`config.mk`:
```
export PLATFORM = sky130hd
export DESIGN_NAME = speech_segment_detector
export DESIGN_NICKNAME = d
export VERILOG_FILES = /design/src/ssd_pkg.sv /design/src/ssd_front.sv /design/src/ssd_queue.sv /design/src/ssd_back.sv /design/src/speech_segment_detector.sv
export SDC_FILE = /design/constraint.sdc
export NUM_CORES = 1
export LEC_CHECK = 0
export BUFFER_PORTS_ARGS = -buffer_cell sky130_fd_sc_hd__buf_2
export CAP_MARGIN = 25
export CORE_ASPECT_RATIO = 0.9
export CORE_UTILIZATION = 50
export DETAILED_ROUTE_END_ITERATION = 10
export HOLD_SLACK_MARGIN = 0.02
export PLACE_DENSITY = 0.67
export SLEW_MARGIN = 30
export SYNTH_ARGS = -nofsm -noshare
export SYNTH_HDL_FRONTEND = slang
export SYNTH_SLANG_ARGS = --single-unit
```
`constraint.sdc`:
```
create_clock -name clk -period 8.5 [get_ports clk]
set_input_delay 0.85 -clock clk [delete_from_list [all_inputs] [get_ports clk]]
set_output_delay 0.85 -clock clk [all_outputs]
set_load 0.005 [all_outputs]
```
`src/ssd_pkg.sv`:
```
// Shared types, constants and helper functions for the speech segment detector.
// No dependencies; every other file in src uses this package.
package ssd_pkg;

    localparam int IDX_W      = 24;
    localparam int FRAC_W     = 8;
    localparam int PROB_W     = 17;
    localparam int MINC_W     = 12;
    localparam int PAD_IN_W   = 16;
    localparam int OUT_IDX_W  = 24;
    localparam int OUT_PAD_W  = 32;
    localparam int DATA_W     = 32;
    localparam int ADDR_W     = 5;
    localparam int PADV_W     = ((IDX_W + FRAC_W) > OUT_PAD_W ? IDX_W + FRAC_W : OUT_PAD_W) + 1;
    localparam int CMP_W      = (IDX_W > MINC_W ? IDX_W : MINC_W) + 2;
    localparam int EXT_W      = IDX_W + OUT_IDX_W;
    localparam int Q_DEPTH    = 4;
    localparam int Q_PTR_W    = $clog2(Q_DEPTH);
    localparam int Q_CNT_W    = $clog2(Q_DEPTH + 1);

    localparam logic [IDX_W-1:0]    IDX_MAX          = '1;
    localparam logic [PROB_W-1:0]   START_TH_RST     = 17'd32768;
    localparam logic [PROB_W-1:0]   STOP_TH_RST      = 17'd22938;
    localparam logic [MINC_W-1:0]   MIN_SIL_RST      = 12'd2;
    localparam logic [MINC_W-1:0]   MIN_SEG_RST      = 12'd3;
    localparam logic [PAD_IN_W-1:0] PAD_RST          = 16'd80;

    typedef enum logic [2:0] {
        REG_START_TH   = 3'd0,
        REG_STOP_TH    = 3'd1,
        REG_MIN_SIL    = 3'd2,
        REG_MIN_SEG    = 3'd3,
        REG_PAD        = 3'd4
    } reg_idx_t;

    typedef struct packed {
        logic [PROB_W-1:0]   start_th;
        logic [PROB_W-1:0]   stop_th;
        logic [MINC_W-1:0]   min_sil;
        logic [MINC_W-1:0]   min_seg_len;
        logic [PAD_IN_W-1:0] pad;
    } cfg_t;

    typedef struct packed {
        logic [IDX_W-1:0] seg_start;
        logic [IDX_W-1:0] seg_end;
        logic             last;
    } seg_t;

    typedef struct packed {
        logic v0;
        logic v1;
        seg_t w0;
        seg_t w1;
    } push_t;

    typedef struct packed {
        logic in_speech;
        logic held_valid;
        logic count_zero;
    } fst_t;

    function automatic logic [PADV_W-1:0] pad_start(input logic [IDX_W-1:0] idx,
                                                    input logic [PAD_IN_W-1:0] pad);
        logic [PADV_W-1:0] v;
        logic [PADV_W-1:0] p;
        v = PADV_W'(idx) << FRAC_W;
        p = PADV_W'(pad);
        return (v < p) ? '0 : v - p;
    endfunction

    function automatic logic [PADV_W-1:0] pad_end(input logic [IDX_W-1:0] idx,
                                                  input logic [PAD_IN_W-1:0] pad);
        return (PADV_W'(idx) << FRAC_W) + PADV_W'(pad);
    endfunction

    function automatic logic [OUT_PAD_W-1:0] sat_out(input logic [PADV_W-1:0] v);
        return (|v[PADV_W-1:OUT_PAD_W]) ? '1 : v[OUT_PAD_W-1:0];
    endfunction

    function automatic logic [OUT_IDX_W-1:0] out_idx(input logic [IDX_W-1:0] idx);
        logic [EXT_W-1:0] t;
        t = EXT_W'(idx);
        return t[OUT_IDX_W-1:0];
    endfunction

endpackage

```
`src/ssd_front.sv`:
```
// Front end: accepts words, runs the hysteresis rule and the held-segment merge.
// Pushes up to two finished segments per word into the queue. Uses ssd_pkg.
module ssd_front (
    input  logic                        clk,
    input  logic                        rst_n,
    input  logic                        accept,
    input  logic                        action,
    input  logic [ssd_pkg::PROB_W-1:0]  probability,
    input  ssd_pkg::cfg_t               cfg,
    output ssd_pkg::push_t              push,
    output ssd_pkg::fst_t               status
);

    logic                       in_speech_reg,     in_speech_next;
    logic [ssd_pkg::IDX_W-1:0]  speech_begin_reg,  speech_begin_next;
    logic [ssd_pkg::IDX_W-1:0]  silence_begin_reg, silence_begin_next;
    logic [ssd_pkg::IDX_W-1:0]  chunk_count_reg,   chunk_count_next;
    logic                       held_valid_reg,    held_valid_next;
    logic [ssd_pkg::IDX_W-1:0]  held_start_reg,    held_start_next;
    logic [ssd_pkg::IDX_W-1:0]  held_end_reg,      held_end_next;

    logic                              above;
    logic                              below;
    logic [ssd_pkg::IDX_W-1:0]         sil;
    logic [ssd_pkg::IDX_W-1:0]         cs;
    logic [ssd_pkg::IDX_W-1:0]         ce;
    logic [ssd_pkg::IDX_W-1:0]         endc;
    logic                              do_comb;
    logic                              merge;
    logic                              has_a;
    logic                              flush;
    logic signed [ssd_pkg::CMP_W-1:0]  d_idle;
    logic signed [ssd_pkg::CMP_W-1:0]  d_seg;
    logic signed [ssd_pkg::CMP_W-1:0]  d_len;
    ssd_pkg::seg_t                     emit_a;
    ssd_pkg::seg_t                     emit_b;
    ssd_pkg::push_t                    push_c;

    always_comb
    begin
        in_speech_next     = in_speech_reg;
        speech_begin_next  = speech_begin_reg;
        silence_begin_next = silence_begin_reg;
        chunk_count_next   = chunk_count_reg;
        held_valid_next    = held_valid_reg;
        held_start_next    = held_start_reg;
        held_end_next      = held_end_reg;

        above   = probability >= cfg.start_th;
        below   = probability < cfg.stop_th;
        sil     = silence_begin_reg;
        endc    = chunk_count_reg - ssd_pkg::IDX_W'(1);
        d_len   = signed'(ssd_pkg::CMP_W'(endc) - ssd_pkg::CMP_W'(speech_begin_reg));
        d_idle  = '0;
        d_seg   = '0;
        do_comb = 1'b0;
        cs      = speech_begin_reg;
        ce      = endc;

        if (action)
        begin
            if (in_speech_reg && chunk_count_reg != '0 &&
                d_len > signed'(ssd_pkg::CMP_W'(cfg.min_seg_len)))
            begin
                do_comb = 1'b1;
            end
        end
        else
        begin
            if (above)
            begin
                sil = '0;
            end
            if (!in_speech_reg)
            begin
                if (above)
                begin
                    in_speech_next    = 1'b1;
                    speech_begin_next = chunk_count_reg;
                end
            end
            else if (below)
            begin
                if (sil == '0)
                begin
                    sil = chunk_count_reg;
                end
                d_idle = signed'(ssd_pkg::CMP_W'(chunk_count_reg) - ssd_pkg::CMP_W'(sil));
                if (d_idle >= signed'(ssd_pkg::CMP_W'(cfg.min_sil)))
                begin
                    d_seg = signed'(ssd_pkg::CMP_W'(sil) - ssd_pkg::CMP_W'(speech_begin_reg));
                    if (d_seg >= signed'(ssd_pkg::CMP_W'(cfg.min_seg_len)))
                    begin
                        do_comb = 1'b1;
                        ce      = sil;
                    end
                    speech_begin_next = '0;
                    sil               = '0;
                    in_speech_next    = 1'b0;
                end
            end
            silence_begin_next = sil;
            if (chunk_count_reg != ssd_pkg::IDX_MAX)
            begin
                chunk_count_next = chunk_count_reg + ssd_pkg::IDX_W'(1);
            end
        end

        // merge test on unsaturated padded values
        merge = held_valid_reg &&
                (ssd_pkg::pad_end(held_end_reg, cfg.pad) >= ssd_pkg::pad_start(cs, cfg.pad));
        has_a = do_comb && held_valid_reg && !merge;

        if (do_comb)
        begin
            held_valid_next = 1'b1;
            held_end_next   = ce;
            if (!merge)
            begin
                held_start_next = cs;
            end
        end

        flush            = action && held_valid_next;
        emit_a.seg_start = held_start_reg;
        emit_a.seg_end   = held_end_reg;
        emit_a.last      = !flush;
        emit_b.seg_start = held_start_next;
        emit_b.seg_end   = held_end_next;
        emit_b.last      = 1'b1;

        if (has_a)
        begin
            push_c.v0 = 1'b1;
            push_c.w0 = emit_a;
            push_c.v1 = flush;
            push_c.w1 = emit_b;
        end
        else
        begin
            push_c.v0 = flush;
            push_c.w0 = emit_b;
            push_c.v1 = 1'b0;
            push_c.w1 = emit_b;
        end

        if (action)
        begin
            in_speech_next     = 1'b0;
            speech_begin_next  = '0;
            silence_begin_next = '0;
            chunk_count_next   = '0;
            held_valid_next    = 1'b0;
            held_start_next    = '0;
            held_end_next      = '0;
        end
    end

    always_comb
    begin
        push    = push_c;
        push.v0 = push_c.v0 & accept;
        push.v1 = push_c.v1 & accept;
    end

    assign status.in_speech  = in_speech_reg;
    assign status.held_valid = held_valid_reg;
    assign status.count_zero = (chunk_count_reg == '0);

    always_ff @(posedge clk or negedge rst_n)
    begin
        if (!rst_n)
        begin
            in_speech_reg     <= 1'b0;
            speech_begin_reg  <= '0;
            silence_begin_reg <= '0;
            chunk_count_reg   <= '0;
            held_valid_reg    <= 1'b0;
            held_start_reg    <= '0;
            held_end_reg      <= '0;
        end
        else if (accept)
        begin
            in_speech_reg     <= in_speech_next;
            speech_begin_reg  <= speech_begin_next;
            silence_begin_reg <= silence_begin_next;
            chunk_count_reg   <= chunk_count_next;
            held_valid_reg    <= held_valid_next;
            held_start_reg    <= held_start_next;
            held_end_reg      <= held_end_next;
        end
    end

endmodule

```
`src/ssd_queue.sv`:
```
// Short segment queue between front and back; takes up to two words per cycle.
// Uses ssd_pkg.
module ssd_queue (
    input  logic                         clk,
    input  logic                         rst_n,
    input  ssd_pkg::push_t               push,
    input  logic                         pop,
    output ssd_pkg::seg_t                head,
    output logic [ssd_pkg::Q_CNT_W-1:0]  count
);

    ssd_pkg::seg_t                 mem_reg [ssd_pkg::Q_DEPTH];
    logic [ssd_pkg::Q_PTR_W-1:0]   wr_ptr_reg, wr_ptr_next;
    logic [ssd_pkg::Q_PTR_W-1:0]   rd_ptr_reg, rd_ptr_next;
    logic [ssd_pkg::Q_CNT_W-1:0]   count_reg,  count_next;
    logic [ssd_pkg::Q_PTR_W-1:0]   wr_ptr_1;

    assign wr_ptr_1 = wr_ptr_reg + ssd_pkg::Q_PTR_W'(1);

    always_comb
    begin
        wr_ptr_next = wr_ptr_reg + ssd_pkg::Q_PTR_W'(push.v0) + ssd_pkg::Q_PTR_W'(push.v1);
        rd_ptr_next = rd_ptr_reg + ssd_pkg::Q_PTR_W'(pop);
        count_next  = count_reg + ssd_pkg::Q_CNT_W'(push.v0) + ssd_pkg::Q_CNT_W'(push.v1)
                      - ssd_pkg::Q_CNT_W'(pop);
    end

    always_ff @(posedge clk)
    begin
        if (push.v0)
        begin
            mem_reg[wr_ptr_reg] <= push.w0;
        end
        if (push.v1)
        begin
            mem_reg[wr_ptr_1] <= push.w1;
        end
    end

    always_ff @(posedge clk or negedge rst_n)
    begin
        if (!rst_n)
        begin
            wr_ptr_reg <= '0;
            rd_ptr_reg <= '0;
            count_reg  <= '0;
        end
        else
        begin
            wr_ptr_reg <= wr_ptr_next;
            rd_ptr_reg <= rd_ptr_next;
            count_reg  <= count_next;
        end
    end

    assign head  = mem_reg[rd_ptr_reg];
    assign count = count_reg;

endmodule

```
`src/ssd_back.sv`:
```
// Back end: pops segments, forms padded bounds and holds the output register.
// Uses ssd_pkg.
module ssd_back (
    input  logic                            clk,
    input  logic                            rst_n,
    input  ssd_pkg::cfg_t                   cfg,
    input  ssd_pkg::seg_t                   head,
    input  logic                            q_nonempty,
    input  logic                            out_stall,
    output logic                            pop,
    output logic                            out_valid,
    output logic [ssd_pkg::OUT_IDX_W-1:0]   start_chunk,
    output logic [ssd_pkg::OUT_IDX_W-1:0]   end_chunk,
    output logic [ssd_pkg::OUT_PAD_W-1:0]   start_padded,
    output logic [ssd_pkg::OUT_PAD_W-1:0]   end_padded,
    output logic                            last
);

    logic                            out_valid_reg,    out_valid_next;
    logic [ssd_pkg::OUT_IDX_W-1:0]   start_chunk_reg,  start_chunk_next;
    logic [ssd_pkg::OUT_IDX_W-1:0]   end_chunk_reg,    end_chunk_next;
    logic [ssd_pkg::OUT_PAD_W-1:0]   start_padded_reg, start_padded_next;
    logic [ssd_pkg::OUT_PAD_W-1:0]   end_padded_reg,   end_padded_next;
    logic                            last_reg,         last_next;

    assign pop = q_nonempty && (!out_valid_reg || !out_stall);

    always_comb
    begin
        out_valid_next    = pop || (out_valid_reg && out_stall);
        start_chunk_next  = start_chunk_reg;
        end_chunk_next    = end_chunk_reg;
        start_padded_next = start_padded_reg;
        end_padded_next   = end_padded_reg;
        last_next         = last_reg;
        if (pop)
        begin
            start_chunk_next  = ssd_pkg::out_idx(head.seg_start);
            end_chunk_next    = ssd_pkg::out_idx(head.seg_end);
            start_padded_next = ssd_pkg::sat_out(ssd_pkg::pad_start(head.seg_start, cfg.pad));
            end_padded_next   = ssd_pkg::sat_out(ssd_pkg::pad_end(head.seg_end, cfg.pad));
            last_next         = head.last;
        end
    end

    always_ff @(posedge clk or negedge rst_n)
    begin
        if (!rst_n)
        begin
            out_valid_reg <= 1'b0;
        end
        else
        begin
            out_valid_reg <= out_valid_next;
        end
    end

    always_ff @(posedge clk)
    begin
        start_chunk_reg  <= start_chunk_next;
        end_chunk_reg    <= end_chunk_next;
        start_padded_reg <= start_padded_next;
        end_padded_reg   <= end_padded_next;
        last_reg         <= last_next;
    end

    assign out_valid    = out_valid_reg;
    assign start_chunk  = start_chunk_reg;
    assign end_chunk    = end_chunk_reg;
    assign start_padded = start_padded_reg;
    assign end_padded   = end_padded_reg;
    assign last         = last_reg;

endmodule

```
`src/speech_segment_detector.sv`:
```
// Top level of the speech segment detector: config registers, front, queue, back.
// Depends on ssd_pkg, ssd_front, ssd_queue and ssd_back.
//
//   channel   direction  handshake             word
//   in        input      in_valid / in_stall   action, probability
//   out       output     out_valid / out_stall start_chunk, end_chunk, start_padded,
//                                              end_padded, last
//   config    APB        psel/penable/pready   5 registers at 4*i
//
// One input word per cycle while in_stall is low; its results pass through the queue and the back-end output register.
// An end-of-stream word may give two results; the back end sends one per cycle while out_stall is low.
// in_stall rises when the 4-entry result queue has fewer than two free entries.
// Reset clears all segment state and loads default config; no clearing pass.
module speech_segment_detector (
    input  logic                            clk,
    input  logic                            rst_n,
    input  logic                            psel,
    input  logic                            penable,
    input  logic                            pwrite,
    input  logic [ssd_pkg::ADDR_W-1:0]      paddr,
    input  logic [ssd_pkg::DATA_W-1:0]      pwdata,
    output logic [ssd_pkg::DATA_W-1:0]      prdata,
    output logic                            pready,
    input  logic                            in_valid,
    output logic                            in_stall,
    input  logic                            action,
    input  logic [ssd_pkg::PROB_W-1:0]      probability,
    output logic                            out_valid,
    input  logic                            out_stall,
    output logic [ssd_pkg::OUT_IDX_W-1:0]   start_chunk,
    output logic [ssd_pkg::OUT_IDX_W-1:0]   end_chunk,
    output logic [ssd_pkg::OUT_PAD_W-1:0]   start_padded,
    output logic [ssd_pkg::OUT_PAD_W-1:0]   end_padded,
    output logic                            last
);

    ssd_pkg::cfg_t                  cfg_reg, cfg_next;
    ssd_pkg::reg_idx_t              reg_idx;
    logic                           cfg_we;
    logic                           in_acc;
    ssd_pkg::push_t                 push;
    ssd_pkg::fst_t                  fst;
    ssd_pkg::seg_t                  head;
    logic [ssd_pkg::Q_CNT_W-1:0]    q_count;
    logic                           q_pop;

    assign pready  = 1'b1;
    assign reg_idx = ssd_pkg::reg_idx_t'(paddr[4:2]);
    assign cfg_we  = psel && penable && pwrite;

    always_comb
    begin
        cfg_next = cfg_reg;
        if (cfg_we)
        begin
            unique case (reg_idx)
                ssd_pkg::REG_START_TH:   cfg_next.start_th    = pwdata[ssd_pkg::PROB_W-1:0];
                ssd_pkg::REG_STOP_TH:    cfg_next.stop_th     = pwdata[ssd_pkg::PROB_W-1:0];
                ssd_pkg::REG_MIN_SIL:    cfg_next.min_sil     = pwdata[ssd_pkg::MINC_W-1:0];
                ssd_pkg::REG_MIN_SEG:    cfg_next.min_seg_len = pwdata[ssd_pkg::MINC_W-1:0];
                ssd_pkg::REG_PAD:        cfg_next.pad         = pwdata[ssd_pkg::PAD_IN_W-1:0];
                default:                 cfg_next             = cfg_reg;
            endcase
        end
    end

    always_comb
    begin
        unique case (reg_idx)
            ssd_pkg::REG_START_TH:   prdata = ssd_pkg::DATA_W'(cfg_reg.start_th);
            ssd_pkg::REG_STOP_TH:    prdata = ssd_pkg::DATA_W'(cfg_reg.stop_th);
            ssd_pkg::REG_MIN_SIL:    prdata = ssd_pkg::DATA_W'(cfg_reg.min_sil);
            ssd_pkg::REG_MIN_SEG:    prdata = ssd_pkg::DATA_W'(cfg_reg.min_seg_len);
            ssd_pkg::REG_PAD:        prdata = ssd_pkg::DATA_W'(cfg_reg.pad);
            default:                 prdata = '0;
        endcase
    end

    always_ff @(posedge clk or negedge rst_n)
    begin
        if (!rst_n)
        begin
            cfg_reg.start_th    <= ssd_pkg::START_TH_RST;
            cfg_reg.stop_th     <= ssd_pkg::STOP_TH_RST;
            cfg_reg.min_sil     <= ssd_pkg::MIN_SIL_RST;
            cfg_reg.min_seg_len <= ssd_pkg::MIN_SEG_RST;
            cfg_reg.pad         <= ssd_pkg::PAD_RST;
        end
        else
        begin
            cfg_reg <= cfg_next;
        end
    end

    // room for two results must be free before a word is taken
    assign in_stall = q_count > ssd_pkg::Q_CNT_W'(ssd_pkg::Q_DEPTH - 2);
    assign in_acc   = in_valid && !in_stall;

    ssd_front u_front (
        .clk         (clk),
        .rst_n       (rst_n),
        .accept      (in_acc),
        .action      (action),
        .probability (probability),
        .cfg         (cfg_reg),
        .push        (push),
        .status      (fst)
    );

    ssd_queue u_queue (
        .clk   (clk),
        .rst_n (rst_n),
        .push  (push),
        .pop   (q_pop),
        .head  (head),
        .count (q_count)
    );

    ssd_back u_back (
        .clk          (clk),
        .rst_n        (rst_n),
        .cfg          (cfg_reg),
        .head         (head),
        .q_nonempty   (q_count != '0),
        .out_stall    (out_stall),
        .pop          (q_pop),
        .out_valid    (out_valid),
        .start_chunk  (start_chunk),
        .end_chunk    (end_chunk),
        .start_padded (start_padded),
        .end_padded   (end_padded),
        .last         (last)
    );

    a_end_clears: assert property (@(posedge clk) disable iff (!rst_n)
        (in_acc && action) |=> (!fst.in_speech && !fst.held_valid && fst.count_zero))
        else $error("end of stream did not clear segment state");

    a_idle_no_result: assert property (@(posedge clk) disable iff (!rst_n)
        (in_acc && !action && !fst.in_speech && !fst.held_valid)
        |=> (q_count <= $past(q_count)))
        else $error("result queued with no open or held segment");

    a_queue_bound: assert property (@(posedge clk) disable iff (!rst_n)
        q_count <= ssd_pkg::Q_CNT_W'(ssd_pkg::Q_DEPTH))
        else $error("result queue overflow");

endmodule

```
### Yosys cells after proc, flatten, opt, wreduce, memory -nomap -nowiden

Memory sizes are Yosys's and may differ from the RTL's.
Cells that the tools add are included.

| operators by class | value |
|---|---|
| add/subtract/negate cells | 16 |
| order comparisons | 9 |
| equality and inequality tests | 7 |
| mux-type cells | 48 |
| bitwise gates (word level) | 2 |
| reduce and logical (&&, ||, !) cells | 31 |

Operator list:

| operator | number |
|---|---|
| 2-to-1 mux 24 bit | 27 |
| 2-to-1 mux 100 bit | 1 |
| one-hot mux 17 bit (5 select lines) | 1 |
| subtractor 24 x 24 -> 25 bit | 3 |
| adder 32 x 16 -> 33 bit | 2 |
| 2-to-1 mux 33 bit | 2 |
| subtractor 32 x 16 -> 33 bit | 2 |
| less-than comparator 32 x 16 -> 1 bit | 2 |
| >= comparator 26 x 13 -> 1 bit | 2 |
| >= comparator 33 bit | 1 |
| greater-than comparator 26 x 13 -> 1 bit | 1 |
| adder 24 x 1 -> 24 bit (second input constant) | 1 |
| logical NOT 24 bit | 1 |
| != test 24 bit (second input constant) | 1 |
| nonzero test 24 bit | 1 |
| subtractor 24 x 1 -> 24 bit (second input constant) | 1 |
| >= comparator 17 bit | 1 |
| less-than comparator 17 bit | 1 |
| 2-to-1 mux 1 bit | 17 |
| AND reduction 2 bit | 6 |
| logical AND 1 bit | 11 |
| adder 2 x 1 -> 2 bit | 3 |
| adder 3 x 1 -> 3 bit | 2 |
| equality test 3 x 2 -> 1 bit (second input constant) | 2 |
| other kinds (13) | 21 |

| word-level totals | value |
|---|---|
| flip-flop bits (word level) | 317 |
| memory bits (writable) | 196 |
| bits of input ports | 62 |
| output and inout port bits | 148 |
| logic and storage cells | 135 |
| memories | 1 |

Memory list:

| memory | words | bits a word | read ports | clocked after memory_dff | wr ports | line | RTL |
|---|---|---|---|---|---|---|---|
| u_queue.mem_reg | 4 | 49 | 1 | 0 | 2 | ssd_queue.sv:12 | `ssd_pkg::seg_t mem_reg [ssd_pkg::Q_DEPTH];` |

### Longest topological paths before layout

| depth | value |
|---|---|
| depth after elaboration | 23 |
| gate-level depth with buffers | 39 |
| mapped depth without buffers | 36 |

### By module

From an unflattened synthesis, not the netlist that was laid out.

| second synthesis, totals | value |
|---|---|
| cells, all modules | 3168 |
| area total of the unflattened synthesis | 34608.2 um2 |

By module, submodules not included:

| module | instances | cells each | area an instance (um2) | sequential area each (um2) |
|---|---|---|---|---|
| ssd_front | 1 | 1978 | 15817.7 | 3052.9 |
| ssd_queue | 1 | 505 | 9765.6 | 6060.8 |
| ssd_back | 1 | 420 | 5421.4 | 3418.3 |
| speech_segment_detector | 1 | 265 | 3603.5 | 1869.3 |

### Worst setup path after synthesis

Ideal clock, no wire load.

| timing | value |
|---|---|
| path kind | in2reg |
| start point | input probability[12] (netlist name) |
| end point | memory u_queue.mem_reg[3][10] (netlist name) (enable) |
| library setup time | 0.589 ns |
| arrival time | 7.848 ns |
| required time | 7.911 ns |
| path slack | 0.064 ns |
| stages on the path | 29 |
| buffers on the path | 3 |
| cell sequence | ha_1 -> nand4_1 -> nor2_1 -> a221o_1 -> a211o_1 -> o22ai_1 -> nand2_1 -> clkbuf_1 -> a22oi_1 -> inv_1 -> ha_1 -> a21o_1 -> a211o_1 -> o21ai_0 -> and2_1 -> xnor2_1 -> ha_1 -> a221oi_1 -> o21ai_0 -> a221o_1 -> nor4_1 -> nand4_1 -> and4b_1 -> a31oi_1 -> nand2_1 -> clkbuf_1 -> clkbuf_1 -> nor3_1 -> nand2b_1 |

RTL lines:

| element | line | RTL |
|---|---|---|
| start, declared | speech_segment_detector.sv:27 | `input logic [ssd_pkg::PROB_W-1:0] probability,` |
| end, declared | ssd_queue.sv:12 |  |

### Worst setup path in the final report

| timing | value |
|---|---|
| start point | register cfg_reg[69] (netlist name) |
| end point | register u_queue.count_reg, in the netlist u_queue.count[2] |

| on the way | value |
|---|---|
| cells in the longest elaborated chain, start to end | 22 |
| elaborated cells on any way between the ends | 27 |
| those cells by class | 5 x add/sub; 3 x order compare; 13 x mux; 2 x bitwise; 4 x reduce/logical |

Ends and longest elaborated chain:

| element | line | RTL |
|---|---|---|
| start, declared | speech_segment_detector.sv:37 | `ssd_pkg::cfg_t cfg_reg, cfg_next;` |
| start signal, assigned | speech_segment_detector.sv:91 | `cfg_reg <= cfg_next;` |
| >= comparator 17 bit * | ssd_front.sv:49 | `above = probability >= cfg.start_th;` |
| 2-to-1 mux 24 bit * | ssd_front.sv:70 | `if (above)` |
| 2-to-1 mux 24 bit * | ssd_front.sv:60 | `if (action)` |
| logical NOT 24 bit | ssd_front.sv:84 | `if (sil == '0)` |
| 2-to-1 mux 24 bit * | ssd_front.sv:84 |  |
| 2-to-1 mux 24 bit * | ssd_front.sv:82 | `else if (below)` |
| 2-to-1 mux 24 bit * | ssd_front.sv:74 | `if (!in_speech_reg)` |
| 2-to-1 mux 24 bit * | ssd_front.sv:60 |  |
| [... 7 more ...] | - |  |
| 2-to-1 mux 1 bit or logical AND 1 bit (tied branches) | ssd_front.sv:114, ssd_front.sv:112 |  |
| logical AND 1 bit, on equally long branches | ssd_front.sv:124, ssd_front.sv:112 |  |
| 2-to-1 mux 100 bit * | ssd_front.sv:132 | `if (has_a)` |
| bitwise AND 1 bit | ssd_front.sv:162 | `push.v0 = push_c.v0 & accept;` |
| adder 3 x 1 -> 3 bit | ssd_queue.sv:24 | `count_next = count_reg + ssd_pkg::Q_CNT_W'(push.v0) + ssd_pkg::Q_CNT_W'(push.v1)` |
| adder 3 x 1 -> 3 bit * | ssd_queue.sv:24 |  |
| subtractor 3 x 1 -> 3 bit * | ssd_queue.sv:25 | `- ssd_pkg::Q_CNT_W'(pop);` |
| named net u_queue.count_next, one bit | ssd_queue.sv:15 | `logic [ssd_pkg::Q_CNT_W-1:0] count_reg, count_next;` |
| end signal, assigned | ssd_queue.sv:52 | `count_reg <= count_next;` |
| end, declared | ssd_queue.sv:15 |  |

Mark *: on every way through the listed nets, which the timed path passes. The rest lies on a longest branch. The select of a mux whose other input is x is not followed.
A chain may end at the register's enable or synchronous reset.

==> results.py <==
metrics = {
    "finish": {
        "largest_reg_flops": 196,
        "drive_above_1_share_pct": 15.4,
        "nets": 3724,
        "syn_to_final_growth_pct": 11.4,
        "n_antenna_cell": 0,
    },
    "route": {
        "drc_errors": 44,
        "antenna_left": 0,
        "num_vias": 28000,
        "viasPerCell": 6.43,
        "wl_per_cell_um": 25.2,
        "first_pass_iters": 11,
        "drtIter0Drc": 3054,
        "wl_mm": 110,
    },
    "floorplan": {
        "core_region_area_um2": 65700,
        "num_io_pins": 210,
        "die_area_um2": 67500,
        "die_y_um": 247,
        "start_util_pct": 50.6,
        "die_w_um": 274,
        "rows": 89,
    },
    "critical_path": {
        "critPathSlowestCell": "and4b_1",
        "critical_path_class": "reg2reg",
        "start_kind": "flip-flop",
        "end_kind": "flip-flop",
        "slowest_delay_ns": 0.40,
        "timing.rr.end": "u_queue.count[2]$_DFF_PN0_",
        "r2r_slack_ns": 0.66,
        "r2r_start": "cfg_reg[69]$_DFFE_PN0P_",
        "reg2reg_depth": 30,
        "crit_fanout": 27,
        "crit_path_start": "cfg_reg[69]$_DFFE_PN0P_",
        "required_ns": 9.02,
        "path_common_cell": "ha_1",
        "arrival_ns": 8.36,
    },
    "cts": {
        "cts_max_path_buffers": 3,
        "cts.hold.buffers_added": 0,
        "clkTransAtPathRegs_ns": 0.06,
        "h-tree-depth": 2,
        "clock_latency_ns": 0.64,
        "numCtsBuffers": 55,
        "cts_root_buf": "clkbuf_16",
        "cts_tree": "built",
        "cts_sinks": 513,
    },
    "timing": {
        "hold_viol_final": 0,
        "slew_violations": 0,
        "period_minus_slack_ns": 7.84,
        "slew_headroom_pct": 34.4,
        "finalSetupViolations": 0,
        "rsz0062_at_grt": "no",
        "worst_pin_slew_ns": 0.985,
        "fin_crit_sh_pct": 92.2,
        "clock_skew_ns": 0.0291,
        "fmax_mhz": 128,
        "tns_ns": 0,
    },
    "logic_synthesis": {
        "synth_top_area_cell": "edfxtp_1",
        "ys_types": 95,
        "yosys_register_bits": 513,
        "yosysSeqAreaShare_pct": 43.2,
        "avgSynthCellArea_um2": 9.99,
        "yosys_warnings": 0,
        "synth_top_cell_area_share_pct": 27.5,
        "synth_edf_count": 305,
        "syn_area_um2": 33200,
        "synth_ff_type": "edfxtp_1",
        "synth-async-reset-ratio_pct": 39.8,
        "ys_top_cells_by_area": "edfxtp_1, dfrtp_1, ha_1",
        "synthesis.instances": 3328,
    },
    "outcome": {
        "status": "finished, violations left",
        "violations": "design-rule violations",
    },
    "power": {
        "ir_worst_vdd_mv": 0.224,
        "power_uw": 15600,
        "p_per_area_nw_per_um2": 421,
        "leakagePower_uw": 0.0153,
    },
    "global_routing": {
        "gr-total-overflow": 0,
        "grt_pass1_wl_mm": 164,
        "grt_pass1_vias": 26400,
        "antenna_found_initial": 3,
        "grt_max_degree": 85,
        "track_usage_pct": 32.2,
    },
    "job": {
        "cap_violations": 0,
    },
    "place": {
        "place_hpwl_mm": 81.8,
        "gp_congestion": 0.999,
        "io_buffers": 176,
    },
    "hold_path": {
        "min_path_type": "in2async",
    },
}
## critical path, delay by kind of cell, from the launching register on
kind,cells,cell delay [ns]
compound gates,12,3.42
fa+ha+maj,6,1.85
simple gates,7,1.27
buf+inv,3,0.52
flops,1,0.38
xor+xnor,2,0.27
## worst max-delay path by stage
stage	end	slack, ns	depth (start not counted)
global placement	u_queue.count[2]$_DFF_PN0_	0.23	32
finish	u_queue.count[2]$_DFF_PN0_	0.66	30
global route	u_queue.count[2]$_DFF_PN0_	0.11	27
CTS	u_queue.count[2]$_DFF_PN0_	0.64	33
detailed placement	u_queue.count[2]$_DFF_PN0_	0.15	33
floorplan	u_queue.mem_reg[3][10]$_DFFE_PP_	0.06	29
## per-stage QoR
stage / cell area (um^2) / util (%) / hold slack [ns] / instances / setup slack [ns]
6_report: 37000 / 56.4 / 0.224 / 4355 / 0.662
5_1_grt: 37000 / 56.4 / 0.265 / 4355 / 0.110
4_1_cts: 37000 / 56.3 / 0.232 / 4354 / 0.641
3_5_place_dp: 35100 / 53.5 / 0.457 / 4250 / 0.155
3_3_place_gp: 35100 / 53.4 / 0.445 / 4250 / 0.228
2_1_floorplan: 33300 / - / 0.436 / 3342 / 0.0637
## cell usage after synthesis, drive strengths merged (46+ instances only)
cell type	number
a21oi	209
a22o	142
a22oi	66
buf	60
clkbuf	161
dfrtp	190
edfxtp	305
ha	210
inv	180
mux2	62
mux2i	54
mux4	49
nand2	326
nand3	65
nor2	206
nor3	54
o21ai	234
o22ai	46
xnor2	102
xor2	58
## cell families after synthesis
| family | synth area share, % |
|---|---|
| xor+xnor | 4.21 |
| compound gates | 19.3 |
| fa+ha+maj | 8.38 |
| mux | 7.04 |
| flops | 43.2 |
| other cells | 0.0226 |
| simple gates | 13.0 |
| buf+inv | 4.86 |
## power breakdown
| part | internal, uW | switching (uW) | total (uW) |
|---|---|---|---|
| logic | 3580 | 5350 | 8930 |
| registers | 3360 | 813 | 4170 |
| clock network | 1440 | 1060 | 2500 |
## area by class of cell
cell class | count | area (um^2)
inverter | 182 | 683
clock inverter | 43 | 468
sequential | 513 | 14400
fill | 5704 | 28700
clock buffer | 61 | 1400
multi-input combinational | 2426 | 17400
tap | 864 | 1080
timing repair buffer | 266 | 1620
## layout by cell type, fill, tap and decap left out, drive strengths merged, types with 31 or more instances in the layout
cell type and n:
nand2 326, edfxtp 305, buf 265, o21ai 234
ha 210, a21oi 209, nor2 206, dfrtp 190
inv 183, a22o 142, xnor2 102, a22oi 66
nand3 65, mux2 62, clkbuf 62, xor2 58
mux2i 54, nor3 54, mux4 49, o22ai 46
a21o 44, or3 40, nand4 39, nand2b 37
nor4 35, clkinv 31
## per-layer routing
| layer | share of wire [%] | up-vias | track usage [%] |
|---|---|---|---|
| met5 | 0 | - | 0 |
| met1 | 43 | 13800 | 46.7 |
| met4 | 3.3 | 0 | 10.7 |
| met2 | 44 | 1438 | 49.4 |
| met3 | 9.0 | 202 | 4.64 |
| li1 | - | 12600 | - |
## what timing repair did
item                                    in CTS  in global routing
gates resized for setup                      0                  1
setup buffers                                0                  0
endpoints found under the setup margin       0                  1
(Power assumes the default switching activity.)
